<file path="config.mk">
export PLATFORM = sky130hd
export DESIGN_NAME = bitflag_rle_compressor_flat
export DESIGN_NICKNAME = d
export VERILOG_FILES = /design/src/brle_pkg.sv /design/src/brle_in_if.sv /design/src/brle_out_if.sv /design/src/bitflag_rle_compressor.sv /design/src/brle_core.sv /design/src/brle_outq.sv /design/src/flat_wrapper.sv
export SDC_FILE = /design/constraint.sdc
export NUM_CORES = 1
export LEC_CHECK = 0
export BUFFER_PORTS_ARGS = -buffer_cell sky130_fd_sc_hd__buf_4
export CAP_MARGIN = 20
export CORE_UTILIZATION = 40
export CTS_BUF_LIST = sky130_fd_sc_hd__clkbuf_2
export DETAILED_ROUTE_END_ITERATION = 10
export PLACE_DENSITY = 0.51
export SETUP_SLACK_MARGIN = 0.2
export SYNTH_ARGS = -nofsm -noshare
export SYNTH_HDL_FRONTEND = slang
export SYNTH_SLANG_ARGS = --single-unit
</file>
<file path="constraint.sdc">
create_clock -name clk -period 9.6 [get_ports clk]
set_input_delay 0.96 -clock clk [delete_from_list [all_inputs] [get_ports clk]]
set_output_delay 0.96 -clock clk [all_outputs]
set_load 0.03 [all_outputs]
</file>
<file path="src/brle_pkg.sv">
// Shared types and constants for the bit-flag RLE compressor.
`timescale 1ns / 1ps

package brle_pkg;

  // Result stream codes
  localparam logic [1:0] SEL_DATA   = 2'd0;
  localparam logic [1:0] SEL_RLE    = 2'd1;
  localparam logic [1:0] SEL_POINTS = 2'd2;

  // Bit position codes: start of a byte, and "byte just completed"
  localparam logic [3:0] POS_START = 4'd7;
  localparam logic [3:0] POS_EMPTY = 4'd8;

  // Results per word and output queue depth
  localparam int MAX_RES = 3;
  localparam int Q_DEPTH = 4;
  localparam int Q_CNT_W = $clog2(Q_DEPTH + 1);

  typedef struct packed {
    logic [1:0] stream_select;
    logic [7:0] out_byte;
    logic       last_of_run;
  } brle_res_t;

  // All results caused by one input word
  typedef struct packed {
    brle_res_t [MAX_RES-1:0] res;
    logic [1:0]              cnt;
  } brle_bundle_t;

  // Core status seen by the top level
  typedef struct packed {
    logic       first_pixel_pending;
    logic [1:0] res_count;
  } brle_core_status_t;

  // Output queue status
  typedef struct packed {
    logic [Q_CNT_W-1:0] count;
    logic               room;
  } brle_q_status_t;

endpackage

</file>
<file path="src/brle_in_if.sv">
// Input channel: one picture byte per word.
`timescale 1ns / 1ps

interface brle_in_if;
  logic       valid;
  logic       ready;
  logic [7:0] pixel_byte;
  logic       end_of_image;

  modport source (output valid, output pixel_byte, output end_of_image, input ready);
  modport sink (input valid, input pixel_byte, input end_of_image, output ready);
endinterface

</file>
<file path="src/brle_out_if.sv">
// Output channel: one tagged compressed byte per word.
`timescale 1ns / 1ps

interface brle_out_if;
  logic       valid;
  logic       ready;
  logic [1:0] stream_select;
  logic [7:0] out_byte;
  logic       last_of_run;

  modport source (output valid, output stream_select, output out_byte,
                  output last_of_run, input ready);
  modport sink (input valid, input stream_select, input out_byte,
                input last_of_run, output ready);
endinterface

</file>
<file path="src/bitflag_rle_compressor.sv">
// Top level of the two-level bit-flag RLE compressor.
`timescale 1ns / 1ps

// Takes one picture byte per cycle and emits tagged data, rle-flag and points
// bytes on the results channel, one word per cycle while the downstream is
// ready. A byte that causes at most one result sustains one byte per cycle
// while the downstream is ready; one that causes two or three results (flag
// byte or points byte completion, end-of-image flush) enters the four-entry
// output queue, and the input stalls while more than one word is queued. Ready
// does not depend on the downstream ready. State returns to reset after a byte
// marked end_of_image, so the next byte starts a new image.
module bitflag_rle_compressor
  import brle_pkg::*;
(
  input  logic       clk,
  input  logic       rst,
  brle_in_if.sink    pixels,
  brle_out_if.source results
);

  brle_bundle_t      bundle;
  brle_core_status_t core_st;
  brle_q_status_t    q_st;
  logic              accept;

  assign pixels.ready = q_st.room;
  assign accept       = pixels.valid && pixels.ready;

  brle_core u_core (
    .clk          (clk),
    .rst          (rst),
    .accept       (accept),
    .pixel_byte   (pixels.pixel_byte),
    .end_of_image (pixels.end_of_image),
    .bundle       (bundle),
    .status       (core_st)
  );

  brle_outq u_outq (
    .clk     (clk),
    .rst     (rst),
    .push    (accept),
    .bundle  (bundle),
    .results (results),
    .status  (q_st)
  );

  // Queue never overflows
  a_q_bound: assert property (@(posedge clk) disable iff (rst)
    q_st.count <= Q_CNT_W'(Q_DEPTH))
    else $error("output queue overflow");

  // A word that makes results shows one on the next cycle
  a_push_visible: assert property (@(posedge clk) disable iff (rst)
    accept && (core_st.res_count != 2'd0) |=> results.valid)
    else $error("accepted results not presented");

  // First byte of an image always yields a data byte
  a_first_emits: assert property (@(posedge clk) disable iff (rst)
    accept && core_st.first_pixel_pending |-> core_st.res_count != 2'd0)
    else $error("first byte produced no result");

  // End of image returns the compressor to its start state
  a_eoi_restart: assert property (@(posedge clk) disable iff (rst)
    accept && pixels.end_of_image |=> core_st.first_pixel_pending)
    else $error("state not restarted after end of image");

endmodule

</file>
<file path="src/brle_core.sv">
// Compressor state and the per-word step producing up to three results.
`timescale 1ns / 1ps

module brle_core
  import brle_pkg::*;
(
  input  logic              clk,
  input  logic              rst,
  input  logic              accept,
  input  logic [7:0]        pixel_byte,
  input  logic              end_of_image,
  output brle_bundle_t      bundle,
  output brle_core_status_t status
);

  typedef struct packed {
    logic       first_pixel_pending;
    logic [7:0] previous_pixel;
    logic [7:0] flag_accum;
    logic [3:0] flag_bit_pos;
    logic       first_flag_pending;
    logic [7:0] previous_flag_byte;
    logic [7:0] points_accum;
    logic [3:0] points_bit_pos;
  } state_t;

  typedef struct packed {
    state_t       st;
    brle_bundle_t out;
  } work_t;

  localparam state_t STATE_RESET = '{
    first_pixel_pending: 1'b1,
    previous_pixel:      8'd0,
    flag_accum:          8'd0,
    flag_bit_pos:        POS_START,
    first_flag_pending:  1'b1,
    previous_flag_byte:  8'd0,
    points_accum:        8'd0,
    points_bit_pos:      POS_START
  };

  state_t state;
  state_t state_next;
  work_t  w;

  // Append one result; words past the third are dropped
  function automatic work_t emit(work_t wi, logic [1:0] sel, logic [7:0] b);
    work_t wo;
    wo = wi;
    if (wo.out.cnt < 2'(MAX_RES)) begin
      wo.out.res[wo.out.cnt] = '{stream_select: sel, out_byte: b, last_of_run: 1'b0};
      wo.out.cnt = wo.out.cnt + 2'd1;
    end
    return wo;
  endfunction

  // Second level: a finished flag byte
  function automatic work_t save_flag(work_t wi, logic [7:0] flag);
    work_t wo;
    wo = wi;
    if (wo.st.first_flag_pending) begin
      wo = emit(wo, SEL_RLE, flag);
      wo.st.first_flag_pending = 1'b0;
    end else begin
      wo.st.points_bit_pos = wo.st.points_bit_pos - 4'd1;
      if (flag != wo.st.previous_flag_byte) begin
        wo = emit(wo, SEL_RLE, flag);
        wo.st.points_accum = wo.st.points_accum | (8'd1 << wo.st.points_bit_pos[2:0]);
      end
      if (wo.st.points_bit_pos == 4'd0) begin
        wo = emit(wo, SEL_POINTS, wo.st.points_accum);
        wo.st.points_accum   = 8'd0;
        wo.st.points_bit_pos = POS_EMPTY;
      end
    end
    wo.st.previous_flag_byte = flag;
    return wo;
  endfunction

  // First level, end-of-image flush and last-word marking
  always_comb begin
    w        = '0;
    w.st     = state;
    w.out    = '0;
    if (w.st.first_pixel_pending) begin
      w = emit(w, SEL_DATA, pixel_byte);
      w.st.first_pixel_pending = 1'b0;
    end else begin
      w.st.flag_bit_pos = w.st.flag_bit_pos - 4'd1;
      if (pixel_byte != w.st.previous_pixel) begin
        w = emit(w, SEL_DATA, pixel_byte);
        w.st.flag_accum = w.st.flag_accum | (8'd1 << w.st.flag_bit_pos[2:0]);
      end
      if (w.st.flag_bit_pos == 4'd0) begin
        w = save_flag(w, w.st.flag_accum);
        w.st.flag_accum   = 8'd0;
        w.st.flag_bit_pos = POS_EMPTY;
      end
    end
    w.st.previous_pixel = pixel_byte;

    if (end_of_image) begin
      if (w.st.flag_bit_pos != POS_EMPTY) begin
        w = save_flag(w, w.st.flag_accum);
      end
      if (w.st.points_bit_pos != POS_EMPTY) begin
        w = emit(w, SEL_POINTS, w.st.points_accum);
      end
      w.st = STATE_RESET;
    end

    if (w.out.cnt != 2'd0) begin
      w.out.res[w.out.cnt - 2'd1].last_of_run = 1'b1;
    end
  end

  assign state_next = accept ? w.st : state;
  assign bundle     = w.out;
  assign status     = '{first_pixel_pending: state.first_pixel_pending,
                        res_count: w.out.cnt};

  // State register
  always_ff @(posedge clk) begin
    if (rst) begin
      state <= STATE_RESET;
    end else begin
      state <= state_next;
    end
  end

endmodule

</file>
<file path="src/brle_outq.sv">
// Four-entry output queue: up to three in at once, one out a cycle if ready.
`timescale 1ns / 1ps

module brle_outq
  import brle_pkg::*;
(
  input  logic           clk,
  input  logic           rst,
  input  logic           push,
  input  brle_bundle_t   bundle,
  brle_out_if.source     results,
  output brle_q_status_t status
);

  brle_res_t [Q_DEPTH-1:0] slot;
  brle_res_t [Q_DEPTH-1:0] slot_next;
  logic [Q_CNT_W-1:0]      count;
  logic [Q_CNT_W-1:0]      count_next;
  logic                    pop;
  logic [Q_CNT_W-1:0]      base;
  logic [Q_CNT_W-1:0]      off;
  logic [Q_CNT_W-1:0]      push_cnt;

  assign pop      = results.valid && results.ready;
  assign base     = count - Q_CNT_W'(pop);
  assign push_cnt = push ? Q_CNT_W'(bundle.cnt) : '0;

  // Shift out the head word, then write new words behind what is left
  always_comb begin
    off = '0;
    for (int j = 0; j < Q_DEPTH; j++) begin
      if (pop && (j < Q_DEPTH - 1)) begin
        slot_next[j] = slot[j + 1];
      end else begin
        slot_next[j] = slot[j];
      end
      off = Q_CNT_W'(j) - base;
      if ((Q_CNT_W'(j) >= base) && (off < push_cnt)) begin
        slot_next[j] = bundle.res[off[1:0]];
      end
    end
  end

  assign count_next = base + push_cnt;

  always_ff @(posedge clk) begin
    slot <= slot_next;
    if (rst) begin
      count <= '0;
    end else begin
      count <= count_next;
    end
  end

  assign results.valid         = (count != '0);
  assign results.stream_select = slot[0].stream_select;
  assign results.out_byte      = slot[0].out_byte;
  assign results.last_of_run   = slot[0].last_of_run;

  // Room for a full bundle whatever the downstream does this cycle
  assign status = '{count: count, room: (count <= Q_CNT_W'(Q_DEPTH - MAX_RES))};

endmodule

</file>
<file path="src/flat_wrapper.sv">
// flat-port wrapper written by rule: the top's interface ports become plain ports
module bitflag_rle_compressor_flat import brle_pkg::*;
  (clk, rst, pixels_valid, pixels_pixel_byte, pixels_end_of_image, pixels_ready, results_valid, results_stream_select, results_out_byte, results_last_of_run, results_ready);
  brle_in_if pixels_i ();
  brle_out_if results_i ();
  input  logic clk;
  input  logic rst;
  input wire logic [$bits(pixels_i.valid)-1:0] pixels_valid;
  input wire logic [$bits(pixels_i.pixel_byte)-1:0] pixels_pixel_byte;
  input wire logic [$bits(pixels_i.end_of_image)-1:0] pixels_end_of_image;
  output wire logic [$bits(pixels_i.ready)-1:0] pixels_ready;
  output wire logic [$bits(results_i.valid)-1:0] results_valid;
  output wire logic [$bits(results_i.stream_select)-1:0] results_stream_select;
  output wire logic [$bits(results_i.out_byte)-1:0] results_out_byte;
  output wire logic [$bits(results_i.last_of_run)-1:0] results_last_of_run;
  input wire logic [$bits(results_i.ready)-1:0] results_ready;
  assign pixels_i.valid = pixels_valid;
  assign pixels_i.pixel_byte = pixels_pixel_byte;
  assign pixels_i.end_of_image = pixels_end_of_image;
  assign pixels_ready = pixels_i.ready;
  assign results_valid = results_i.valid;
  assign results_stream_select = results_i.stream_select;
  assign results_out_byte = results_i.out_byte;
  assign results_last_of_run = results_i.last_of_run;
  assign results_i.ready = results_ready;
  bitflag_rle_compressor u_core (.clk(clk), .rst(rst), .pixels(pixels_i), .results(results_i));
endmodule
</file>
==> flow_metrics.env, run 1 <==
export IMPL_status="complete, no violations"
export IMPL_period_needed_ps=8510
export IMPL_worstSetupStartpoint="u_core.u_core.state[21]"
export IMPL_cts_sinks=89
export IMPL_end_kind="flip-flop"
export IMPL_grtUsageMet3=0.0706
export IMPL_synth_mux_area_fraction=0.0298
export IMPL_synth_fa_ha_area_frac=0.0501
export IMPL_drive_gt1_frac=0.101
export IMPL_firstDrtPassIters=10
export IMPL_hold_path_class="reg2reg"
export IMPL_drc=0
export IMPL_overflow=0
export IMPL_tns_ps=0
export IMPL_dieWidth_um=153
export IMPL_critPathArrivalTime_ps=8840
export IMPL_maxCapViolations=0
export IMPL_critical_path_max_fanout=14
export IMPL_synthXorXnorAreaFrac=0.0172
export IMPL_worstSkewPairLatency_ps=670
export IMPL_ys_top_cells_by_area="edfxtp_1 14%, dfxtp_1 9.8%, nor2_1 6.3%"
export IMPL_grt_max_degree=46
export IMPL_worst_clock_skew_ps=38.4
export IMPL_rr_startpoint="u_core.u_core.state[21]"
export IMPL_max_freq_mhz=118
export IMPL_max_slew_margin=0.246
export IMPL_fin_crit_sh=0.886
export IMPL_whs_path_depth=2
export IMPL_cts_buffer_depth=2
export IMPL_ys_top_cells_by_count="153 x nor2_1, 141 x nand2_1, 100 x a21oi_1, 80 x o21ai_0, 72 x clkbuf_1"
export IMPL_synth_top_area_share=0.144
export IMPL_cts_setup_buffers=0
export IMPL_crit_type="reg2reg"
export IMPL_ir_worst_vdd_mv=0.166
export IMPL_ys_flop_type="dfxtp_1"
export IMPL_core_area_um2=22100
export IMPL_r2r_slack_ps=1090
export IMPL_synth_simple_gate_area_frac=0.244
export IMPL_final_cells=1499
export IMPL_synth_seq_cells=89
export IMPL_htreeDepth=3
export IMPL_cts_tree="yes"
export IMPL_antenna_found_initial=1
export IMPL_synth_fp_nets=1302
export IMPL_reg2reg_depth=25
export IMPL_yosysSeqAreaShare=0.243
export IMPL_port_buffers=25
export IMPL_area_growth_pct=4.62
export IMPL_synth_most_common_cell="nor2_1"
export IMPL_drtIter0Drc=1356
export IMPL_synthCells=1253
export IMPL_reg2reg_to="u_core.u_outq.slot[32]"
export IMPL_worstMarginPinSlew_ps=1120
export IMPL_yosys_area_top_type="edfxtp_1"
export IMPL_busiest_layer="met1"
export IMPL_met1_usage=0.492
export IMPL_cts_repair_resized=0
export IMPL_ys_warn_count=0
export IMPL_setup_viol=0
export IMPL_rsz0062_at_grt="no"
export IMPL_crit_end="u_core.u_outq.slot[32]"
export IMPL_grt_met2_usage=0.479
export IMPL_power_density_nw_per_um2=231
export IMPL_yosysUniqueCellTypes=90
export IMPL_synth_compound_area_share=0.348
export IMPL_postSynth_asyncResetShare=0
export IMPL_vias=10400
export IMPL_grt_pass1_vias=9312
export IMPL_wl_um=40100
export IMPL_grt_pass1_wl_um=60100
export IMPL_final_fill_count=2351
export IMPL_finalHoldViolCount=0
export IMPL_die_h_um=153
export IMPL_layout_nets=1262
export IMPL_cts_hold_buf=0
export IMPL_num_rows=54
export IMPL_dp_hpwl_um=30400
export IMPL_start_util=0.414
export IMPL_antenna_left=0
export IMPL_grt_total_usage=0.340
export IMPL_startpoint_type="flip-flop"
export IMPL_syn_avg_cell_area_um2=7.30
export IMPL_maxSlewViolCount=0
export IMPL_wl_per_cell_um=26.8
export IMPL_dpl_cell_count=1481
export IMPL_clk_pin_slew_worst_paths_ps=310
export IMPL_synth_area_um2=9150
export IMPL_synth_edf_count=44
export IMPL_synth_top_family_by_area="compound AO/OA/AOI/OAI gates"
export IMPL_root_buffer="clkbuf_2"
export IMPL_required_ps=9930
export IMPL_ios=26
export IMPL_dieArea_um2=23500
export IMPL_power_leakage_nw=3.45
export IMPL_vias_per_cell=6.91
export IMPL_place_congestion=1.01
export IMPL_numCtsBuffers=9
-- power by group --
group	internal (W)	leakage, nW	switching, W
Sequential	0.000610	0.785	0.0000503
Combinational	0.000408	2.60	0.000925
Clock	0.0000425	0.0660	0.000173
Total	0.00106	3.45	0.00115
-- how the worst min path moves through the flow --
stage | endpoint | from | slack, ps
after floorplan | u_core.u_core.state[33] | u_core.u_core.state[33] | 470
after global placement | u_core.u_core.state[37] | u_core.u_core.state[37] | 490
after detailed placement | u_core.u_core.state[37] | u_core.u_core.state[37] | 490
after CTS | u_core.u_core.state[37] | u_core.u_core.state[37] | 540
after global routing | u_core.u_core.state[34] | u_core.u_core.state[34] | 560
final | u_core.u_core.state[37] | u_core.u_core.state[37] | 540
-- sequential cells by signal, summed over array words and instances, names as in the netlist --
signal	cells
u_core.u_outq.slot	33
u_core.u_core.status	1
u_core.u_outq.results.out_byte	8
u_core.u_outq.results.last_of_run	1
u_core.u_outq.count	3
u_core.u_outq.results.stream_select	2
u_core.u_core.state	41
-- worst max-delay path, cell delays in order, from the launching register on --
cell      delay [ps]
dfxtp_1          660
inv_1            160
ha_1             350
xnor2_1          920
nand2_1          340
a21oi_1          250
o221ai_1         180
nand4_1          280
or2_2            330
ha_1             330
inv_1            180
o21ai_0          110
a21oi_1          150
o211ai_1         110
nand2_1          230
nand3_1          360
a211oi_1         790
nor2_1           150
a221oi_2         280
buf_4            220
nor2_1           100
inv_1            170
ha_1             250
a21oi_1          170
nand3_1          510
nand2_1          620
-- routing by layer --
layer	vias to the layer above	share of wire
li1	4630	-
met1	4952	0.45
met2	645	0.39
met3	135	0.11
met4	0	0.050
met5	-	0
-- cell families (layout without fill, tap and decap cells) --
kind of cell	Yosys count	after routing
DFF	89	89
AOI/OAI and AO/OA	460	460
adders and majority gates	36	36
xor gates and xnor gates	18	18
muxes	26	26
and+or+nand+nor	482	482
buffers and inverters	142	107
other	0	1
-- final cells by class --
class,count,area [µm²],share of cell area
Clock inverter,7,68.8,0.00719
Antenna cell,1,2.50,0.000262
Inverter,38,143,0.0149
Timing Repair Buffer,53,402,0.0420
Sequential cell,89,2220,0.232
Clock buffer,9,45.0,0.00471
Tap cell,280,350,0.0366
Multi-Input combinational cell,1022,6340,0.662
-- metrics by stage --
| stage | hold WS [ps] | instance area, µm² | setup slack, ps | power [W] | util |
|---|---|---|---|---|---|
| floorplan | 474 | 9150 | 2330 | 0.00156 | - |
| global placement | 488 | 9440 | 1220 | 0.00197 | 0.427 |
| detailed placement | 493 | 9440 | 1060 | 0.00196 | 0.427 |
| CTS | 538 | 9560 | 1370 | 0.00217 | 0.432 |
| global route | 564 | 9570 | 558 | 0.00234 | 0.433 |
| finish | 537 | 9570 | 1090 | 0.00221 | 0.433 |
-- cell usage in the layout, fill, tap and decap left out, types with 35 or more instances in the layout --
| cell | netlist | routed |
|---|---|---|
| nand3_1 | 37 | 37 |
| dfxtp_1 | 45 | 45 |
| nor2_1 | 153 | 152 |
| o21ai_0 | 80 | 80 |
| a21oi_1 | 100 | 100 |
| nand2_1 | 141 | 141 |
| ha_1 | 35 | 35 |
| edfxtp_1 | 44 | 44 |
| buf_4 | 10 | 52 |
| inv_1 | 35 | 35 |
Note: power is estimated with default switching activity, not from simulation.
==> run 2, diff against run 1 <==
--- a/config.mk
+++ b/config.mk
@@ -7,10 +7,10 @@
 export LEC_CHECK = 0
 export BUFFER_PORTS_ARGS = -buffer_cell sky130_fd_sc_hd__buf_4
 export CAP_MARGIN = 20
-export CORE_UTILIZATION = 40
+export CORE_UTILIZATION = 30
 export CTS_BUF_LIST = sky130_fd_sc_hd__clkbuf_2
 export DETAILED_ROUTE_END_ITERATION = 10
-export PLACE_DENSITY = 0.51
+export PLACE_DENSITY = 0.4
 export SETUP_SLACK_MARGIN = 0.2
 export SYNTH_ARGS = -nofsm -noshare
 export SYNTH_HDL_FRONTEND = slang
==> flow_metrics.env, run 2 (synthesized netlist as in run 1, its figures left out) <==
export IMPL_grt_pass1_wl_um=63400
export IMPL_reg2reg_to="u_core.u_outq.slot[22]"
export IMPL_worstSkewPairLatency_ps=760
export IMPL_cts_tree="yes"
export IMPL_rsz0062_at_grt="no"
export IMPL_firstDrtPassIters=6
export IMPL_max_slew_margin=0.246
export IMPL_grt_max_degree=52
export IMPL_vias_per_cell=6.26
export IMPL_critPathBufInv=4
export IMPL_p_comb_frac=0.609
export IMPL_power_leakage_nw=3.48
export IMPL_dieWidth_um=177
export IMPL_mostFrequentLayoutCells="152 x nor2_1, 140 x nand2_1, 100 x a21oi_1"
export IMPL_p_switching_w=0.00113
export IMPL_critical_path_max_fanout=14
export IMPL_required_ps=10030
export IMPL_utilization=0.327
export IMPL_critPathArrivalTime_ps=8440
export IMPL_p_sw_frac=0.518
export IMPL_place_congestion=0.985
export IMPL_clk_pin_slew_worst_paths_ps=310
export IMPL_wl_per_cell_um=26.3
export IMPL_core_area_um2=29800
export IMPL_whs_path_depth=2
export IMPL_tns_ps=0
export IMPL_worstMarginPinSlew_ps=1100
export IMPL_port_buffers=25
export IMPL_finalHoldViolCount=0
export IMPL_dp_hpwl_um=31800
export IMPL_max_freq_mhz=125
export IMPL_drtIter0Drc=1243
export IMPL_wl_um=42500
export IMPL_p_clk_frac=0.092
export IMPL_crit_top_cell="nor2_1"
export IMPL_crit_type="reg2reg"
export IMPL_cts_setup_buffers=0
export IMPL_htreeDepth=3
export IMPL_ios=26
export IMPL_slowest_delay_ps=670
export IMPL_overflow=0
export IMPL_rr_startpoint="u_core.u_core.state[21]"
export IMPL_maxSlewViolCount=0
export IMPL_largest_reg_flops=41
export IMPL_end_kind="flip-flop"
export IMPL_grt_total_usage=0.276
export IMPL_fin_crit_sh=0.834
export IMPL_cts_sinks=89
export IMPL_vias=10100
export IMPL_slowest_stage="a21oi_1"
export IMPL_cts_hold_buf=0
export IMPL_root_buffer="clkbuf_2"
export IMPL_maxCapViolations=0
export IMPL_largest_register="u_core.u_core.state"
export IMPL_area_growth_pct=6.53
export IMPL_antenna_left=0
export IMPL_ir_worst_vdd_mv=0.124
export IMPL_seqPwrFrac=0.299
export IMPL_reg2reg_depth=25
export IMPL_cts_repair_resized=0
export IMPL_period_needed_ps=8010
export IMPL_startpoint_type="flip-flop"
export IMPL_cp_depth=25
export IMPL_numCtsBuffers=9
export IMPL_drive_gt1_frac=0.107
export IMPL_power_density_nw_per_um2=223
export IMPL_dieArea_um2=31200
export IMPL_final_common_cell="nor2_1"
export IMPL_r2r_slack_ps=1590
export IMPL_worstSetupStartpoint="u_core.u_core.state[21]"
export IMPL_layout_nets=1270
export IMPL_grt_pass1_vias=9428
export IMPL_antenna_found_initial=3
export IMPL_start_util=0.307
export IMPL_hold_path_class="reg2reg"
export IMPL_status="complete, no violations"
export IMPL_die_h_um=177
export IMPL_num_rows=63
export IMPL_crit_family="simple AND/OR/NAND/NOR gates"
export IMPL_min_to="u_core.u_core.state[39]"
export IMPL_holdCritStartpoint="u_core.u_core.state[39]"
export IMPL_intPower_w=0.00105
export IMPL_setup_viol=0
export IMPL_worst_clock_skew_ps=55.0
export IMPL_drc=0
export IMPL_cts_buffer_depth=2
run 2: power groups by stage:
stage	logic, W	registers, W	clock network [W]
finish	0.00132	0.000651	0.000201
global route	0.00144	0.000660	0.000223
CTS	0.00131	0.000650	0.000213
detailed placement	0.00130	0.000659	0
global placement	0.00132	0.000662	0
floorplan	0.000915	0.000644	0
run 2: area by class of cell:
cell class,count,area [µm²]
clock inverters,5,41.3
diodes,3,7.51
multi-input cells,1022,6330
well taps,390,488
flip-flops and latches,89,2220
clock buffers,11,55.1
fillers,3262,20100
inverters,38,143
repair buffers,61,455
run 2: worst max-delay path by stage:
stage / endpoint
finish: u_core.u_outq.slot[22]
global placement: u_core.u_outq.slot[23]
floorplan: u_core.u_outq.slot[22]
detailed placement: u_core.u_outq.slot[23]
global route: u_core.u_outq.slot[32]
CTS: u_core.u_outq.slot[28]
run 2: routing by layer:
| layer | global-route usage | share of wire | vias to the layer above |
|---|---|---|---|
| met5 | 0 | 0.00031 | - |
| met4 | 0.0977 | 0.031 | 2 |
| met3 | 0.0659 | 0.082 | 71 |
| met2 | 0.407 | 0.43 | 490 |
| met1 | 0.388 | 0.46 | 4924 |
| li1 | - | - | 4649 |
run 2: worst reg2reg max path: stages, from the launching register on:
cell	delay (ps)
dfxtp_1	630
inv_1	150
ha_1	350
nor2_1	250
a32oi_4	230
nor3_2	470
nor2_1	90
a21oi_1	290
inv_1	130
ha_1	210
xnor2_1	130
or3_1	380
nand2_1	310
nand3_1	440
nor2_1	350
o211ai_1	190
a21oi_1	670
nor2_1	160
a221oi_2	270
buf_4	210
nor2_1	110
inv_1	170
ha_1	250
a21oi_1	190
nand3_1	500
nand2_1	610
run 2: per-stage QoR:
step	worst slack (ps)	hold slack, ps	cells	total power (W)	instance area, µm²
after global placement	1360	503	1599	0.00198	9630
final	1590	541	1619	0.00218	9740
after global routing	1010	534	1618	0.00233	9740
after floorplan	2330	474	1253	0.00156	9150
after detailed placement	1140	501	1600	0.00196	9640
after CTS	1700	490	1616	0.00217	9740
==> run 3, diff against run 2 <==
--- a/config.mk
+++ b/config.mk
@@ -10,7 +10,7 @@
 export CORE_UTILIZATION = 30
 export CTS_BUF_LIST = sky130_fd_sc_hd__clkbuf_2
 export DETAILED_ROUTE_END_ITERATION = 10
-export PLACE_DENSITY = 0.4
+export PLACE_DENSITY = 0.42
 export SETUP_SLACK_MARGIN = 0.2
 export SYNTH_ARGS = -nofsm -noshare
 export SYNTH_HDL_FRONTEND = slang
==> constraint.sdc (replaced) <==
create_clock -name clk -period 6.5 [get_ports clk]
set_input_delay 0.65 -clock clk [delete_from_list [all_inputs] [get_ports clk]]
set_output_delay 0.65 -clock clk [all_outputs]
set_load 0.03 [all_outputs]
==> flow_metrics.env, run 3 (synthesized netlist as in run 1, its figures left out) <==
export IMPL_wl_per_cell_um=25.7
export IMPL_layout_nets=1332
export IMPL_reg2reg_depth=26
export IMPL_maxCapViolations=0
export IMPL_core_area_um2=29800
export IMPL_p_comb_frac=0.619
export IMPL_dp_hpwl_um=32900
export IMPL_vias=10300
export IMPL_ios=26
export IMPL_antenna_left=0
export IMPL_p_switching_w=0.00169
export IMPL_grt_pass1_vias=9689
export IMPL_power_leakage_nw=3.83
export IMPL_port_buffers=25
export IMPL_grtUsageMet3=0.0489
export IMPL_cts_setup_buffers=0
export IMPL_rsz0062_at_grt="no"
export IMPL_met1_usage=0.402
export IMPL_place_area_um2=10200
export IMPL_cts_tree="yes"
export IMPL_cts_sinks=89
export IMPL_dieWidth_um=177
export IMPL_area_growth_pct=13.2
export IMPL_cts_hold_buf=0
export IMPL_largest_reg_flops=41
export IMPL_final_area_um2=10400
export IMPL_numCtsBuffers=9
export IMPL_grt_total_usage=0.280
export IMPL_power_density_nw_per_um2=321
export IMPL_grt_pass1_wl_um=64500
export IMPL_antenna_found_initial=2
export IMPL_root_buffer="clkbuf_2"
export IMPL_setup_viol=0
export IMPL_drtIter0Drc=1336
export IMPL_wl_um=43200
export IMPL_worstMarginPinSlew_ps=1050
export IMPL_final_common_cell="nor2_1"
export IMPL_busiest_layer="met2"
export IMPL_max_slew_margin=0.292
export IMPL_fin_ws_ps=628
export IMPL_worstSkewPairLatency_ps=790
export IMPL_whs_path_depth=4
export IMPL_ir_worst_vdd_mv=0.197
export IMPL_die_h_um=177
export IMPL_clk_pin_slew_worst_paths_ps=300
export IMPL_htreeDepth=3
export IMPL_tns_ps=0
export IMPL_firstDrtPassIters=10
export IMPL_rr_startpoint="u_core.u_core.state[21]"
export IMPL_critical_path_max_fanout=12
export IMPL_finalHoldViolCount=0
export IMPL_grt_met2_usage=0.408
export IMPL_status="complete, no violations"
export IMPL_mostFrequentLayoutCells="153 x nor2_1, 136 x nand2_1, 123 x buf_4"
export IMPL_place_congestion=0.984
export IMPL_cts_buffer_depth=2
export IMPL_num_rows=63
export IMPL_drc=0
export IMPL_worst_clock_skew_ps=39.7
export IMPL_required_ps=7100
export IMPL_holdCritStartpoint="pixels_pixel_byte[4]"
export IMPL_final_fill_count=3190
export IMPL_intPower_w=0.00164
export IMPL_dieArea_um2=31200
export IMPL_place_ws_ps=61.3
export IMPL_startpoint_type="flip-flop"
export IMPL_whs_ps=239
export IMPL_r2r_slack_ps=630
export IMPL_maxSlewViolCount=0
export IMPL_crit_type="reg2reg"
export IMPL_min_to="u_core.u_core.state[37]"
export IMPL_end_kind="flip-flop"
export IMPL_start_util=0.307
export IMPL_reg2reg_to="u_core.u_outq.slot[16]"
export IMPL_max_freq_mhz=170
export IMPL_p_clk_frac=0.096
export IMPL_overflow=0
export IMPL_grt_max_degree=52
export IMPL_hold_path_class="in2reg"
export IMPL_critPathArrivalTime_ps=6470
export IMPL_finalPower_w=0.00333
export IMPL_drive_gt1_frac=0.164
export IMPL_p_sw_frac=0.508
export IMPL_seqPwrFrac=0.285
export IMPL_fin_crit_sh=0.903
export IMPL_cts_repair_resized=0
export IMPL_vias_per_cell=6.12
export IMPL_largest_register="u_core.u_core.state"
export IMPL_period_needed_ps=5870
## run 3: cell count changes in the layout (fill, tap and decap cells not counted), moves of 4 or more
cell      change
buf_4        +63
o221ai_1      -7
o221ai_2      +7
nand2_1       -4
## run 3: power by group through the flow
stage / clock network, W / logic [W] / registers (W)
after floorplan: 0 / 0.00139 / 0.000950
after global placement: 0 / 0.00201 / 0.000965
after detailed placement: 0 / 0.00200 / 0.000962
after CTS: 0.000328 / 0.00201 / 0.000948
after global routing: 0.000345 / 0.00223 / 0.000965
final: 0.000318 / 0.00206 / 0.000948
## run 3: metal layers
layer  vias to the layer above  wire length [µm]
met2                       437             18200
met1                      4998             20500
met3                        76              2950
met4                         0              1610
met5                         -                 0
li1                       4790                 -
## run 3: stage by stage
step,utilization,instances
floorplan,-,1253
CTS,0.346,1678
global route,0.347,1682
global placement,0.342,1662
finish,0.347,1682
detailed placement,0.342,1662
## run 3: cell type report
class | count | area, µm² | share of cell area
well taps | 390 | 488 | 0.0471
clock inverters | 7 | 58.8 | 0.00568
multi-input cells | 1022 | 6460 | 0.624
clock buffers | 9 | 45.0 | 0.00435
diodes | 4 | 10.0 | 0.000967
repair buffers | 123 | 923 | 0.0892
flip-flops and latches | 89 | 2220 | 0.215
inverters | 38 | 143 | 0.0138
## run 3: worst max path at each step
stage,start,to,cells after the start
final,u_core.u_core.state[21],u_core.u_outq.slot[16],26
after global routing,u_core.u_core.state[21],u_core.u_outq.results.out_byte[7],26
after CTS,u_core.u_core.state[22],u_core.u_outq.slot[16],26
after detailed placement,pixels_pixel_byte[6],u_core.u_outq.slot[16],26
after global placement,pixels_pixel_byte[6],u_core.u_outq.slot[16],26
after floorplan,pixels_pixel_byte[1],u_core.u_outq.results.out_byte[0],30
## run 3: worst max-delay path, cell delays in order (launching register included)
cell and delay (ps):
dfxtp_1 380, inv_1 160, ha_4 230, xor2_1 170
buf_4 220, nand3_1 110, o221ai_2 240, nand4_1 160
or2_4 310, ha_4 290, nand2_1 60, nor4_1 200
o211ai_1 140, o211ai_1 150, and2_2 260, a21oi_1 80
o31a_1 270, or4_4 560, or2_1 250, a31oi_2 280
nor2_1 120, ha_2 250, nor2_1 130, or3_4 190
nor2_1 100, a22o_1 210, a31o_2 200
